**config.mk**
```make
export PLATFORM = sky130hd
export DESIGN_NAME = articulation_point_finder
export DESIGN_NICKNAME = d
export VERILOG_FILES = /design/src/sv/apf_pkg.sv /design/src/sv/apf_ram.sv /design/src/sv/apf_ctrl.sv /design/src/sv/apf_datapath.sv /design/src/sv/articulation_point_finder.sv
export SDC_FILE = /design/constraint.sdc
export NUM_CORES = 2
export LEC_CHECK = 0
export BUFFER_PORTS_ARGS = -buffer_cell sky130_fd_sc_hd__buf_4
export CAP_MARGIN = 0
export CELL_PAD_IN_SITES_DETAIL_PLACEMENT = 1
export CELL_PAD_IN_SITES_GLOBAL_PLACEMENT = 2
export CORE_AREA = 2 2 655 331
export DETAILED_ROUTE_END_ITERATION = 6
export DIE_AREA = 0 0 657 333
export PLACE_DENSITY = 0.78
export SETUP_SLACK_MARGIN = 0.05
export SYNTH_ARGS = -nofsm -noshare
export SYNTH_HDL_FRONTEND = slang
export SYNTH_SLANG_ARGS = --single-unit
export TNS_END_PERCENT = 50
```
**constraint.sdc**
```tcl
create_clock -name clk -period 5.2 [get_ports clk]
set_clock_uncertainty 0.2 [all_clocks]
set_input_delay 1.56 -clock clk [delete_from_list [all_inputs] [get_ports clk]]
set_output_delay 1.56 -clock clk [all_outputs]
set_load 0.005 [all_outputs]
```
**src/sv/apf_pkg.sv**
```systemverilog
// ----------------------------------------------------------------------------
// apf_pkg
// Shared types and constants for the articulation point finder.
// ----------------------------------------------------------------------------
package apf_pkg;

  localparam int MAX_NODES = 32;
  localparam int NODE_W    = 5;
  localparam int CNT_W     = 6;
  localparam int TIME_W    = 5;
  localparam logic [CNT_W-1:0] NODE_COUNT_RESET = CNT_W'(MAX_NODES);

  // one saved stack frame of the depth-first walk
  typedef struct packed {
    logic [NODE_W-1:0] node;
    logic [NODE_W-1:0] par;
    logic [CNT_W-1:0]  nxt;
    logic [TIME_W-1:0] low;
    logic [TIME_W-1:0] disc;
  } frame_t;

  typedef struct packed {
    logic idle;
    logic emit_init;
    logic root_enter;
    logic root_skip;
    logic push_enter;
    logic advance;
    logic rd_disc;
    logic low_from_disc;
    logic finish_root;
    logic rd_frame;
    logic pop_frame;
    logic emit;
    logic clear;
  } cmd_t;

  typedef struct packed {
    logic last_fire;
    logic root_end;
    logic root_visited;
    logic scan_end;
    logic top_last;
    logic cand;
    logic v_visited;
    logic out_free;
    logic emit_last;
  } status_t;

endpackage

```
**src/sv/apf_ram.sv**
```systemverilog
// ----------------------------------------------------------------------------
// apf_ram
// Generic single-write, single-read RAM with registered read data.
// ----------------------------------------------------------------------------
module apf_ram #(
  parameter int WIDTH = 8,
  parameter int DEPTH = 32
) (
  input  logic                     clk,
  input  logic                     we,
  input  logic [$clog2(DEPTH)-1:0] waddr,
  input  logic [WIDTH-1:0]         wdata,
  input  logic                     re,
  input  logic [$clog2(DEPTH)-1:0] raddr,
  output logic [WIDTH-1:0]         rdata
);

  logic [WIDTH-1:0] mem_r [DEPTH];

  always_ff @(posedge clk) begin
    if (we) begin
      mem_r[waddr] <= wdata;
    end
    if (re) begin
      rdata <= mem_r[raddr];
    end
  end

endmodule

```
**src/sv/apf_ctrl.sv**
```systemverilog
// ----------------------------------------------------------------------------
// apf_ctrl
// Sequencer for edge loading, the depth-first walk and the result run.
// ----------------------------------------------------------------------------
module apf_ctrl (
  input  logic             clk,
  input  logic             rst_n,
  input  apf_pkg::status_t st,
  output apf_pkg::cmd_t    cmd
);
  import apf_pkg::*;

  typedef enum logic [6:0] {
    ST_IDLE  = 7'b0000001,
    ST_ROOT  = 7'b0000010,
    ST_SCAN  = 7'b0000100,
    ST_VCHK  = 7'b0001000,
    ST_POPW  = 7'b0010000,
    ST_EMIT  = 7'b0100000,
    ST_CLEAR = 7'b1000000
  } state_t;

  state_t state_r, state_nxt;

  always_comb begin
    state_nxt = state_r;
    cmd       = '0;
    case (state_r)
      ST_IDLE: begin
        cmd.idle = 1'b1;
        if (st.last_fire) state_nxt = ST_ROOT;
      end
      ST_ROOT: begin
        if (st.root_end) begin
          cmd.emit_init = 1'b1;
          state_nxt     = ST_EMIT;
        end else if (st.root_visited) begin
          cmd.root_skip = 1'b1;
        end else begin
          cmd.root_enter = 1'b1;
          state_nxt      = ST_SCAN;
        end
      end
      ST_SCAN: begin
        if (st.scan_end) begin
          if (st.top_last) begin
            cmd.finish_root = 1'b1;
            state_nxt       = ST_ROOT;
          end else begin
            cmd.rd_frame = 1'b1;
            state_nxt    = ST_POPW;
          end
        end else if (!st.cand) begin
          cmd.advance = 1'b1;
        end else if (!st.v_visited) begin
          cmd.push_enter = 1'b1;
        end else begin
          cmd.rd_disc = 1'b1;
          state_nxt   = ST_VCHK;
        end
      end
      ST_VCHK: begin
        cmd.low_from_disc = 1'b1;
        state_nxt         = ST_SCAN;
      end
      ST_POPW: begin
        cmd.pop_frame = 1'b1;
        state_nxt     = ST_SCAN;
      end
      ST_EMIT: begin
        if (st.out_free) begin
          cmd.emit = 1'b1;
          if (st.emit_last) state_nxt = ST_CLEAR;
        end
      end
      ST_CLEAR: begin
        cmd.clear = 1'b1;
        state_nxt = ST_IDLE;
      end
      default: state_nxt = ST_IDLE;
    endcase
  end

  always_ff @(posedge clk) begin
    if (!rst_n) begin
      state_r <= ST_IDLE;
    end else begin
      state_r <= state_nxt;
    end
  end

  // a pop read is always followed by the frame restore
  a_pop_follows: assert property (@(posedge clk) disable iff (!rst_n)
    cmd.rd_frame |=> cmd.pop_frame) else $error("pop restore missing");

  // loading only happens while idle
  a_load_idle: assert property (@(posedge clk) disable iff (!rst_n)
    st.last_fire |-> state_r == ST_IDLE) else $error("load outside idle");

  a_clear_idle: assert property (@(posedge clk) disable iff (!rst_n)
    cmd.clear |=> cmd.idle) else $error("clear not followed by idle");

endmodule

```
**src/sv/apf_datapath.sv**
```systemverilog
// ----------------------------------------------------------------------------
// apf_datapath
// Adjacency matrix, walk registers, stack and time memories, result register.
// ----------------------------------------------------------------------------
module apf_datapath (
  input  logic                       clk,
  input  logic                       rst_n,
  input  apf_pkg::cmd_t              cmd,
  output apf_pkg::status_t           st,
  input  logic [apf_pkg::CNT_W-1:0]  node_count,
  input  logic                       in_valid,
  input  logic [apf_pkg::NODE_W-1:0] in_node_a,
  input  logic [apf_pkg::NODE_W-1:0] in_node_b,
  input  logic                       in_edge_valid,
  input  logic                       in_last_edge,
  input  logic                       out_stall,
  output logic                       out_valid,
  output logic [apf_pkg::NODE_W-1:0] out_node_index,
  output logic                       out_is_cut_vertex,
  output logic                       out_last_node
);
  import apf_pkg::*;

  logic [MAX_NODES-1:0] adj_r [MAX_NODES];
  logic [MAX_NODES-1:0] visited_r;
  logic [MAX_NODES-1:0] cut_r;
  logic [NODE_W-1:0]    u_r, par_r, root_r;
  logic [CNT_W-1:0]     nxt_r, depth_r, idx_r;
  logic [TIME_W-1:0]    low_r, disc_r;
  logic [CNT_W-1:0]     vcount_r;
  logic [1:0]           rootch_r;
  logic                 out_valid_r, out_cut_r, out_last_r;
  logic [NODE_W-1:0]    out_idx_r;

  logic [CNT_W-1:0]  n;
  logic              fire;
  logic [NODE_W-1:0] v;
  logic [NODE_W-1:0] idx;
  logic [CNT_W-1:0]  depth_m1, depth_m2;

  frame_t            push_frame, pop_f;
  logic              disc_we;
  logic [NODE_W-1:0] disc_waddr;
  logic [TIME_W-1:0] disc_rdata;

  // clamp node count into 1..MAX_NODES
  always_comb begin
    if (node_count == '0) begin
      n = CNT_W'(1);
    end else if (node_count > CNT_W'(MAX_NODES)) begin
      n = CNT_W'(MAX_NODES);
    end else begin
      n = node_count;
    end
  end

  assign fire     = in_valid && cmd.idle;
  assign v        = nxt_r[NODE_W-1:0];
  assign idx      = idx_r[NODE_W-1:0];
  assign depth_m1 = depth_r - CNT_W'(1);
  assign depth_m2 = depth_r - CNT_W'(2);

  assign st.last_fire    = fire && in_last_edge;
  assign st.root_end     = idx_r >= n;
  assign st.root_visited = visited_r[idx];
  assign st.scan_end     = nxt_r >= n;
  assign st.top_last     = depth_r == CNT_W'(1);
  assign st.cand         = adj_r[u_r][v] && (v != u_r) &&
                           !((depth_r > CNT_W'(1)) && (v == par_r));
  assign st.v_visited    = visited_r[v];
  assign st.out_free     = !out_valid_r || !out_stall;
  assign st.emit_last    = idx_r == (n - CNT_W'(1));

  assign push_frame.node = u_r;
  assign push_frame.par  = par_r;
  assign push_frame.nxt  = nxt_r + CNT_W'(1);
  assign push_frame.low  = low_r;
  assign push_frame.disc = disc_r;

  assign disc_we    = cmd.root_enter || cmd.push_enter;
  assign disc_waddr = cmd.root_enter ? idx : v;

  apf_ram #(.WIDTH($bits(frame_t)), .DEPTH(MAX_NODES)) u_stack_ram (
    .clk   (clk),
    .we    (cmd.push_enter),
    .waddr (depth_m1[NODE_W-1:0]),
    .wdata (push_frame),
    .re    (cmd.rd_frame),
    .raddr (depth_m2[NODE_W-1:0]),
    .rdata (pop_f)
  );

  apf_ram #(.WIDTH(TIME_W), .DEPTH(MAX_NODES)) u_disc_ram (
    .clk   (clk),
    .we    (disc_we),
    .waddr (disc_waddr),
    .wdata (vcount_r[TIME_W-1:0]),
    .re    (cmd.rd_disc),
    .raddr (v),
    .rdata (disc_rdata)
  );

  always_ff @(posedge clk) begin
    if (!rst_n || cmd.clear) begin
      for (int i = 0; i < MAX_NODES; i++) begin
        adj_r[i] <= '0;
      end
      visited_r <= '0;
      cut_r     <= '0;
      depth_r   <= '0;
      vcount_r  <= '0;
      rootch_r  <= '0;
      idx_r     <= '0;
    end else begin
      if (fire && in_edge_valid && (CNT_W'(in_node_a) < n) && (CNT_W'(in_node_b) < n)) begin
        adj_r[in_node_a][in_node_b] <= 1'b1;
        adj_r[in_node_b][in_node_a] <= 1'b1;
      end
      if (st.last_fire || cmd.emit_init) begin
        idx_r <= '0;
      end
      if (cmd.root_skip || cmd.emit) begin
        idx_r <= idx_r + CNT_W'(1);
      end
      if (cmd.root_enter) begin
        visited_r[idx] <= 1'b1;
        u_r      <= idx;
        par_r    <= idx;
        root_r   <= idx;
        nxt_r    <= '0;
        low_r    <= vcount_r[TIME_W-1:0];
        disc_r   <= vcount_r[TIME_W-1:0];
        vcount_r <= vcount_r + CNT_W'(1);
        depth_r  <= CNT_W'(1);
        rootch_r <= '0;
      end
      if (cmd.push_enter) begin
        visited_r[v] <= 1'b1;
        u_r      <= v;
        par_r    <= u_r;
        nxt_r    <= '0;
        low_r    <= vcount_r[TIME_W-1:0];
        disc_r   <= vcount_r[TIME_W-1:0];
        vcount_r <= vcount_r + CNT_W'(1);
        depth_r  <= depth_r + CNT_W'(1);
        if (depth_r == CNT_W'(1) && rootch_r != 2'd2) begin
          rootch_r <= rootch_r + 2'd1;
        end
      end
      if (cmd.advance || cmd.rd_disc) begin
        nxt_r <= nxt_r + CNT_W'(1);
      end
      if (cmd.low_from_disc && (disc_rdata < low_r)) begin
        low_r <= disc_rdata;
      end
      if (cmd.finish_root) begin
        depth_r <= '0;
        if (rootch_r > 2'd1) cut_r[root_r] <= 1'b1;
      end
      if (cmd.pop_frame) begin
        u_r     <= pop_f.node;
        par_r   <= pop_f.par;
        nxt_r   <= pop_f.nxt;
        low_r   <= (low_r < pop_f.low) ? low_r : pop_f.low;
        disc_r  <= pop_f.disc;
        depth_r <= depth_m1;
        // child subtree cannot reach above the parent
        if (depth_r > CNT_W'(2) && low_r >= pop_f.disc) begin
          cut_r[pop_f.node] <= 1'b1;
        end
      end
    end
  end

  // result register
  always_ff @(posedge clk) begin
    if (!rst_n) begin
      out_valid_r <= 1'b0;
    end else if (cmd.emit) begin
      out_valid_r <= 1'b1;
    end else if (!out_stall) begin
      out_valid_r <= 1'b0;
    end
  end

  always_ff @(posedge clk) begin
    if (cmd.emit) begin
      out_idx_r  <= idx;
      out_cut_r  <= cut_r[idx];
      out_last_r <= st.emit_last;
    end
  end

  assign out_valid         = out_valid_r;
  assign out_node_index    = out_idx_r;
  assign out_is_cut_vertex = out_cut_r;
  assign out_last_node     = out_last_r;

  a_depth_bound: assert property (@(posedge clk) disable iff (!rst_n)
    depth_r <= CNT_W'(MAX_NODES)) else $error("stack depth overflow");

  a_pop_depth: assert property (@(posedge clk) disable iff (!rst_n)
    cmd.rd_frame |-> depth_r > CNT_W'(1)) else $error("pop of root frame");

  a_push_fresh: assert property (@(posedge clk) disable iff (!rst_n)
    cmd.push_enter |-> !visited_r[v]) else $error("revisit of node");

  a_clear_all: assert property (@(posedge clk) disable iff (!rst_n)
    cmd.clear |=> (visited_r == '0 && cut_r == '0)) else $error("flags not cleared");

endmodule

```
**src/sv/articulation_point_finder.sv**
```systemverilog
// loading: edge beats are taken only while idle (in_stall low); the final beat starts the walk
// walk: one adjacency bit per cycle of the top stack frame, plus an ST_VCHK step
//   for each visited neighbor and an ST_POPW step for each pop of a frame
// results: n beats, one per cycle when out_stall is low; ST_CLEAR then wipes the graph
// reset: synchronous active-low rst_n clears the graph, flags and counters
//   and sets node_count to 32; no clearing pass is needed
// ----------------------------------------------------------------------------
// articulation_point_finder
// Finds the cut vertices of an undirected graph loaded one edge per beat.
// ----------------------------------------------------------------------------
module articulation_point_finder (
  input  logic                       clk,
  input  logic                       rst_n,
  input  logic                       psel,
  input  logic                       penable,
  input  logic                       pwrite,
  input  logic [1:0]                 paddr,
  input  logic [31:0]                pwdata,
  output logic [31:0]                prdata,
  output logic                       pready,
  input  logic                       in_valid,
  output logic                       in_stall,
  input  logic [apf_pkg::NODE_W-1:0] in_node_a,
  input  logic [apf_pkg::NODE_W-1:0] in_node_b,
  input  logic                       in_edge_valid,
  input  logic                       in_last_edge,
  output logic                       out_valid,
  input  logic                       out_stall,
  output logic [apf_pkg::NODE_W-1:0] out_node_index,
  output logic                       out_is_cut_vertex,
  output logic                       out_last_node
);
  import apf_pkg::*;

  localparam logic [1:0] REG_NODE_COUNT = 2'd0;

  logic [CNT_W-1:0] node_count_r;
  cmd_t             cmd;
  status_t          st;

  assign pready = 1'b1;

  always_ff @(posedge clk) begin
    if (!rst_n) begin
      node_count_r <= NODE_COUNT_RESET;
    end else if (psel && penable && pwrite && (paddr == REG_NODE_COUNT)) begin
      node_count_r <= pwdata[CNT_W-1:0];
    end
  end

  assign prdata   = {{(32-CNT_W){1'b0}}, node_count_r};
  assign in_stall = !cmd.idle;

  apf_ctrl u_ctrl (
    .clk   (clk),
    .rst_n (rst_n),
    .st    (st),
    .cmd   (cmd)
  );

  apf_datapath u_datapath (
    .clk               (clk),
    .rst_n             (rst_n),
    .cmd               (cmd),
    .st                (st),
    .node_count        (node_count_r),
    .in_valid          (in_valid),
    .in_node_a         (in_node_a),
    .in_node_b         (in_node_b),
    .in_edge_valid     (in_edge_valid),
    .in_last_edge      (in_last_edge),
    .out_stall         (out_stall),
    .out_valid         (out_valid),
    .out_node_index    (out_node_index),
    .out_is_cut_vertex (out_is_cut_vertex),
    .out_last_node     (out_last_node)
  );

endmodule
```
Yosys cells after proc, flatten, opt, wreduce, memory -nomap -nowiden --
Memories as Yosys holds them, arrays and structs flattened. A register that Yosys moved wholly into a read port is not among the register bits. Index checks and enable logic that the tools add are counted.
Operators by class: $add $sub $neg 8, $lt $le $gt $ge 23, equal/unequal tests 20, mux-type cells 108, bitwise logic cells 5, reductions and logical operators 47
Operators with widths (count):
- 32-bit 2-to-1 mux | 14
- 32-bit OR | 4
- 6-bit 2-to-1 mux | 14
- 5-bit 2-to-1 mux | 16
- 32-bit OR reduction | 2
- 7-bit 2-to-1 mux | 8
- 5-bit by 6-bit < comparator with 1-bit output, second input constant | 6
- 1-bit 2-to-1 mux | 36
- 7-bit case mux with 5 select lines | 1
- 1-bit demux with 5-bit select | 6
- 5-bit by 1-bit greater-or-equal comparator with 1-bit output, second input constant | 6
- 6-bit by 1-bit adder with 6-bit output, second input constant | 4
- 1-bit binary-select mux with 5-bit select | 4
- 1-bit logical AND | 20
- 6-bit greater-or-equal comparator | 2
- 5-bit by 6-bit < comparator with 1-bit output | 2
- 2-bit 2-to-1 mux | 6
- 4-bit nonzero test | 3
- 6-bit by 1-bit subtractor with 6-bit output, second input constant | 2
- 5-bit < comparator | 2
- 3-bit 2-to-1 mux | 3
- 2-bit inequality test, second input constant | 4
- 7-bit by 1-bit equality test with 1-bit output, second input constant | 1
- 7-bit by 2-bit equality test with 1-bit output, second input constant | 1
- 30 further kinds | 44
Word-level totals: flip-flop bits (word level) 136, RAM bits 2016, logic and storage cells 232, memories 3
Memory list:
- u_datapath.adj_r | depth 32, bits a word 32, rd ports 1, clocked after memory_dff 1, write ports 32, line apf_datapath.sv:24 | logic [MAX_NODES-1:0] adj_r [MAX_NODES];
- u_datapath.u_stack_ram.mem_r | depth 32, bits a word 26, rd ports 1, clocked after memory_dff 1, write ports 1, line apf_ram.sv:18 | logic [WIDTH-1:0] mem_r [DEPTH];
- u_datapath.u_disc_ram.mem_r | depth 32, bits a word 5, rd ports 1, clocked after memory_dff 1, write ports 1, line apf_ram.sv:18

Logic depth before layout (Yosys ltp) --
word-level depth 11, depth in mapped cells 19, mapped depth without buffers 14

Cells and area by module --
A second synthesis with hierarchy kept.
Unflattened totals: cells, all modules 7831, area, all modules 92500.0 sq um
By module, submodules not included:
- apf_datapath | instances 1, cells an instance 5577, area an instance 51864.7 sq um, seq. area each 23422.5 sq um
- apf_ram (u_datapath.u_stack_ram) | instances 1, cells an instance 1848, area an instance 33221.9 sq um, seq. area each 25764.7 sq um
- apf_ram (u_datapath.u_disc_ram) | instances 1, cells an instance 277, area an instance 6394.9 sq um, seq. area each 4954.8 sq um
- apf_ctrl | instances 1, cells an instance 71, area an instance 546.8 sq um, seq. area each 140.1 sq um
- articulation_point_finder | instances 1, cells an instance 58, area an instance 471.7 sq um, seq. area each 120.1 sq um

Least setup slack after synthesis --
Ideal clock, no wire load.
kind flip-flop to flip-flop, start register u_datapath.idx_r[0], end memory u_datapath.u_disc_ram.mem_r[8][0] (netlist name), enable pin, setup time 0.351 ns, data arrival time 4.488 ns, data required time 4.649 ns, slack 0.161 ns, stages on the path, launching flop included 15, buffers on the path 5, clock period less this slack 5.039 ns, path through dfxtp_1 > clkbuf_1 > buf_1 > clkbuf_1 > inv_1 > ha_1 > nand2b_1 > a21o_1 > a21o_1 > a211o_1 > a2111oi_0 > clkbuf_1 > clkbuf_1 > nand2_1 > a21oi_1
Between the ends: cells in the longest elaborated chain, start to end 8, elaborated cells between the ends (all ways) 10
RTL lines:
- from (decl) | line apf_datapath.sv:28 | logic [CNT_W-1:0] nxt_r, depth_r, idx_r;
- from (signal assigned) | line apf_datapath.sv:123 | idx_r <= idx_r + CNT_W'(1);
- 1-bit binary-select mux with 5-bit select | line apf_datapath.sv:65 | assign st.root_visited = visited_r[idx];
- 1-bit 2-to-1 mux (implied by the code) | line apf_datapath.sv:65
- 1-bit 2-to-1 mux | line apf_ctrl.sv:37 | end else if (st.root_visited) begin
- 2-bit 2-to-1 mux | line apf_ctrl.sv:34 | if (st.root_end) begin
- 3-bit 2-to-1 mux | line apf_ctrl.sv:28 | case (state_r)
- 1-bit logical OR | line apf_datapath.sv:80 | assign disc_we = cmd.root_enter || cmd.push_enter;
- 1-bit 2-to-1 mux | line apf_ram.sv:21 | if (we) begin
- 1-bit 2-to-1 mux (implied by the code) | line apf_ram.sv:22 | mem_r[waddr] <= wdata;
- to (decl) | line apf_ram.sv:18
Parallel ways exist; a longest one is shown, timed or not. The select of a mux whose other input is x is not followed.

==> results_dict.tcl <==
set metrics [dict create \
    cp-start-kind "register" \
    worst_slack_ns -0.137 \
    synth_area_per_cell_um2 14.1 \
    synth_common_cells "dfxtp_1, edfxtp_1, a21o_1" \
    die_h_um 333 \
    drtPass1Iterations 6 \
    fin_setup_tns_ns -24.57 \
    place_congestion 1.03 \
    ant_nets 0 \
    numCtsBuffers 200 \
    pre_cts_ws_ns 0.141 \
    whs_ns 0.249 \
    max_freq_mhz 187 \
    dpl_cell_area_mm2 0.0966 \
    fillers 21000 \
    powerDensity_mw_per_mm2 339 \
    grt_first_pass_wirelength_um 499000 \
    drc 0 \
    synth-seq-area-share_pct 60.9 \
    yosysMostFrequentCell "dfxtp_1" \
    max-cap-violations 2 \
    syn_to_final_growth_pct 15.6 \
    die_area_mm2 0.219 \
    clk_pin_slew_worst_paths_ns 0.07 \
    synth-main-ff-cell "dfxtp_1" \
    hold_viol 0 \
    htreeDepth 4 \
    synth_top_area_share_pct 35.7 \
    hpwl_um 264000 \
    initial_utilization_pct 41.9 \
    critPathKind "register to register" \
    crit_required_ns 5.55 \
    endpoint_kind "register" \
    hold_path_class "register to register" \
    nNetsFinal 6755 \
    slew_violations 6 \
    num_vias 64200 \
    ir_drop_mv 0.259 \
    ios 95 \
    failed_checks "max-capacitance violations, max-slew violations, negative setup slack" \
    yosys_warnings 0 \
    regToRegSetupSlack_ns -0.14 \
    port_buffers 41 \
    cts_tree "built" \
    rsz0062_at_grt "no" \
    grt.total_usage_pct 32.7 \
    fin_area_mm2 0.103 \
    coreArea_mm2 0.213 \
    clockRootBuffer "clkbuf_16" \
    antenna_found_initial 23 \
    synth.area.top_cells "edfxtp_1, dfxtp_1, mux4_2" \
    setup_violations 648 \
    period_share_pct 103 \
    insertion_delay_ns 0.89 \
    totalWireLength_um 366000 \
    p_leak_uw 0.0442 \
    row_count 120 \
    grt_pass1_vias 60500 \
    die_w_um 657 \
    synth_largest_area_cell "edfxtp_1" \
    cts_num_sinks 2187 \
    drtIter0Drc 9758 \
    outcome "finished, violations left" \
    synth_edf_count 1061 \
    synthArstFlopShare_pct 0 \
    post_drt_via_cell_ratio 6.64 \
    fin_crit_ns 5.34 \
    ys_ff_latch 2187 \
    final_layout_size_suffix_gt1_share_pct 23.3 \
    netlist-cell-type-count 89 \
    cp.arrival_ns 5.69 \
    max_slew.worst_pin.slew_ns 1.65 \
    syn_inst 6312 \
    slew_headroom_pct -9.99 \
    synthesis.area_mm2 0.0893 \
    wire_per_inst_um 37.9 \
    cts_buffer_depth 4 \
    cts_hold_buf 0 \
    grt_start_max_net_pins 145 \
    grt_overflow 0 \
    crit_path_max_fanout 61 \
]
cell families (layout without fill, tap and decap cells):
| kind of cell | Yosys count | after routing | synth area share (%) |
|---|---|---|---|
| flip-flops | 2187 | 2187 | 60.9 |
| AO/OA/AOI/OAI | 1995 | 1995 | 15.4 |
| AND/OR/NAND/NOR | 780 | 780 | 4.27 |
| multiplexers | 715 | 715 | 15.6 |
| buffers and inverters | 551 | 1010 | 2.70 |
| adder cells (fa/ha/maj) | 54 | 54 | 0.757 |
| XOR/XNOR | 28 | 28 | 0.275 |
| other | 2 | 34 | 0.00841 |
area by class of cell:
type	instances	area, µm²	share of cell area [%]
multi-input cells	3599	32700	31.7
well taps	2867	3590	3.48
clock buffers	252	5410	5.25
inverters	42	158	0.153
repair buffers	618	5880	5.70
flip-flops and latches	2187	54400	52.8
clock inverters	98	972	0.942
diodes	7	17.5	0.0170
flip-flops by register name, summed over array words and instances (netlist names), 6 cells and up, named ones only:
register and cells:
u_datapath.nxt_r 6, u_datapath.u_stack_ram.rdata 26, u_datapath.visited_r 32, node_count_r 6, u_datapath.depth_r 6, u_datapath.idx_r 6
u_datapath.adj_r 1024, u_ctrl.state_r 7, u_datapath.cut_r 32, u_datapath.u_stack_ram.mem_r 832, u_datapath.u_disc_ram.mem_r 160
critical path, stage by stage (launching register included):
cell      delay [ns]
dfxtp_4         0.48
buf_4           0.20
buf_12          0.16
nor2_1          0.90
a221oi_1        0.23
a311o_1         0.45
a31oi_1         0.29
or4b_1          0.59
nor3_1          0.38
buf_4           0.21
a21oi_4         0.07
buf_12          0.18
and3_2          0.34
buf_12          0.19
layer usage:
| layer | global-route usage, % | vias up | part of all wire [%] |
|---|---|---|---|
| li1 | - | 25400 | - |
| met3 | 19.6 | 380 | 18 |
| met5 | 1.37 | - | 0.22 |
| met1 | 51.4 | 34200 | 46 |
| met4 | 4.65 | 30 | 1.4 |
| met2 | 37.0 | 4263 | 34 |
where the power goes:
part           internal [µW]  switching, µW
Combinational            689           1230
Clock                   8170           6850
Sequential             18000           57.3
Total                  26800           8140
cell usage in the layout, fill, tap and decap left out, types with 21 or more instances in the layout:
| master | Yosys | layout |
|---|---|---|
| nand2_1 | 321 | 321 |
| mux2i_1 | 126 | 126 |
| a22o_1 | 21 | 21 |
| mux2_2 | 49 | 49 |
| a22oi_1 | 61 | 61 |
| ha_1 | 54 | 53 |
| nor3_1 | 26 | 25 |
| dfxtp_1 | 1126 | 1118 |
| clkinv_2 | 0 | 32 |
| o21ai_0 | 86 | 85 |
| nand3_1 | 67 | 67 |
| nand4_1 | 23 | 23 |
| buf_4 | 54 | 519 |
| a21oi_1 | 213 | 213 |
| mux4_2 | 538 | 538 |
| inv_1 | 41 | 40 |
| nor2_1 | 107 | 105 |
| o22ai_1 | 464 | 463 |
| conb_1 | 2 | 27 |
| and3_2 | 0 | 32 |
| clkbuf_1 | 362 | 34 |
| nor2b_1 | 39 | 37 |
| nand2b_1 | 24 | 24 |
| buf_12 | 1 | 99 |
| clkinv_1 | 1 | 23 |
| and2_1 | 43 | 43 |
| a21o_1 | 1002 | 1002 |
| clkbuf_16 | 0 | 203 |
| edfxtp_1 | 1061 | 1061 |
final timing paths:
path / to / cells past startpoint / from
max: u_datapath.u_stack_ram.mem_r[13][6] / 13 / register
max reg2reg: u_datapath.u_stack_ram.mem_r[13][6] / 13 / register
min reg2reg: u_datapath.adj_r[28][19] / 1 / u_datapath.adj_r[28][19]
min: u_datapath.adj_r[28][19] / 1 / u_datapath.adj_r[28][19]
what timing repair did:
item,in CTS,in global routing
resized for setup,0,3
setup buffers,1,13
setup endpoints to repair,3,607
per-stage QoR:
step / std cells / utilization [%] / total power, µW
after floorplan: 6337 / - / 19500
after global placement: 9299 / 45.4 / 20200
after detailed placement: 9299 / 45.4 / 20300
after CTS: 9650 / 48.4 / 35000
after global routing: 9663 / 48.5 / 35800
final: 9670 / 48.5 / 35000
Note: power is estimated with default switching activity, not from simulation.
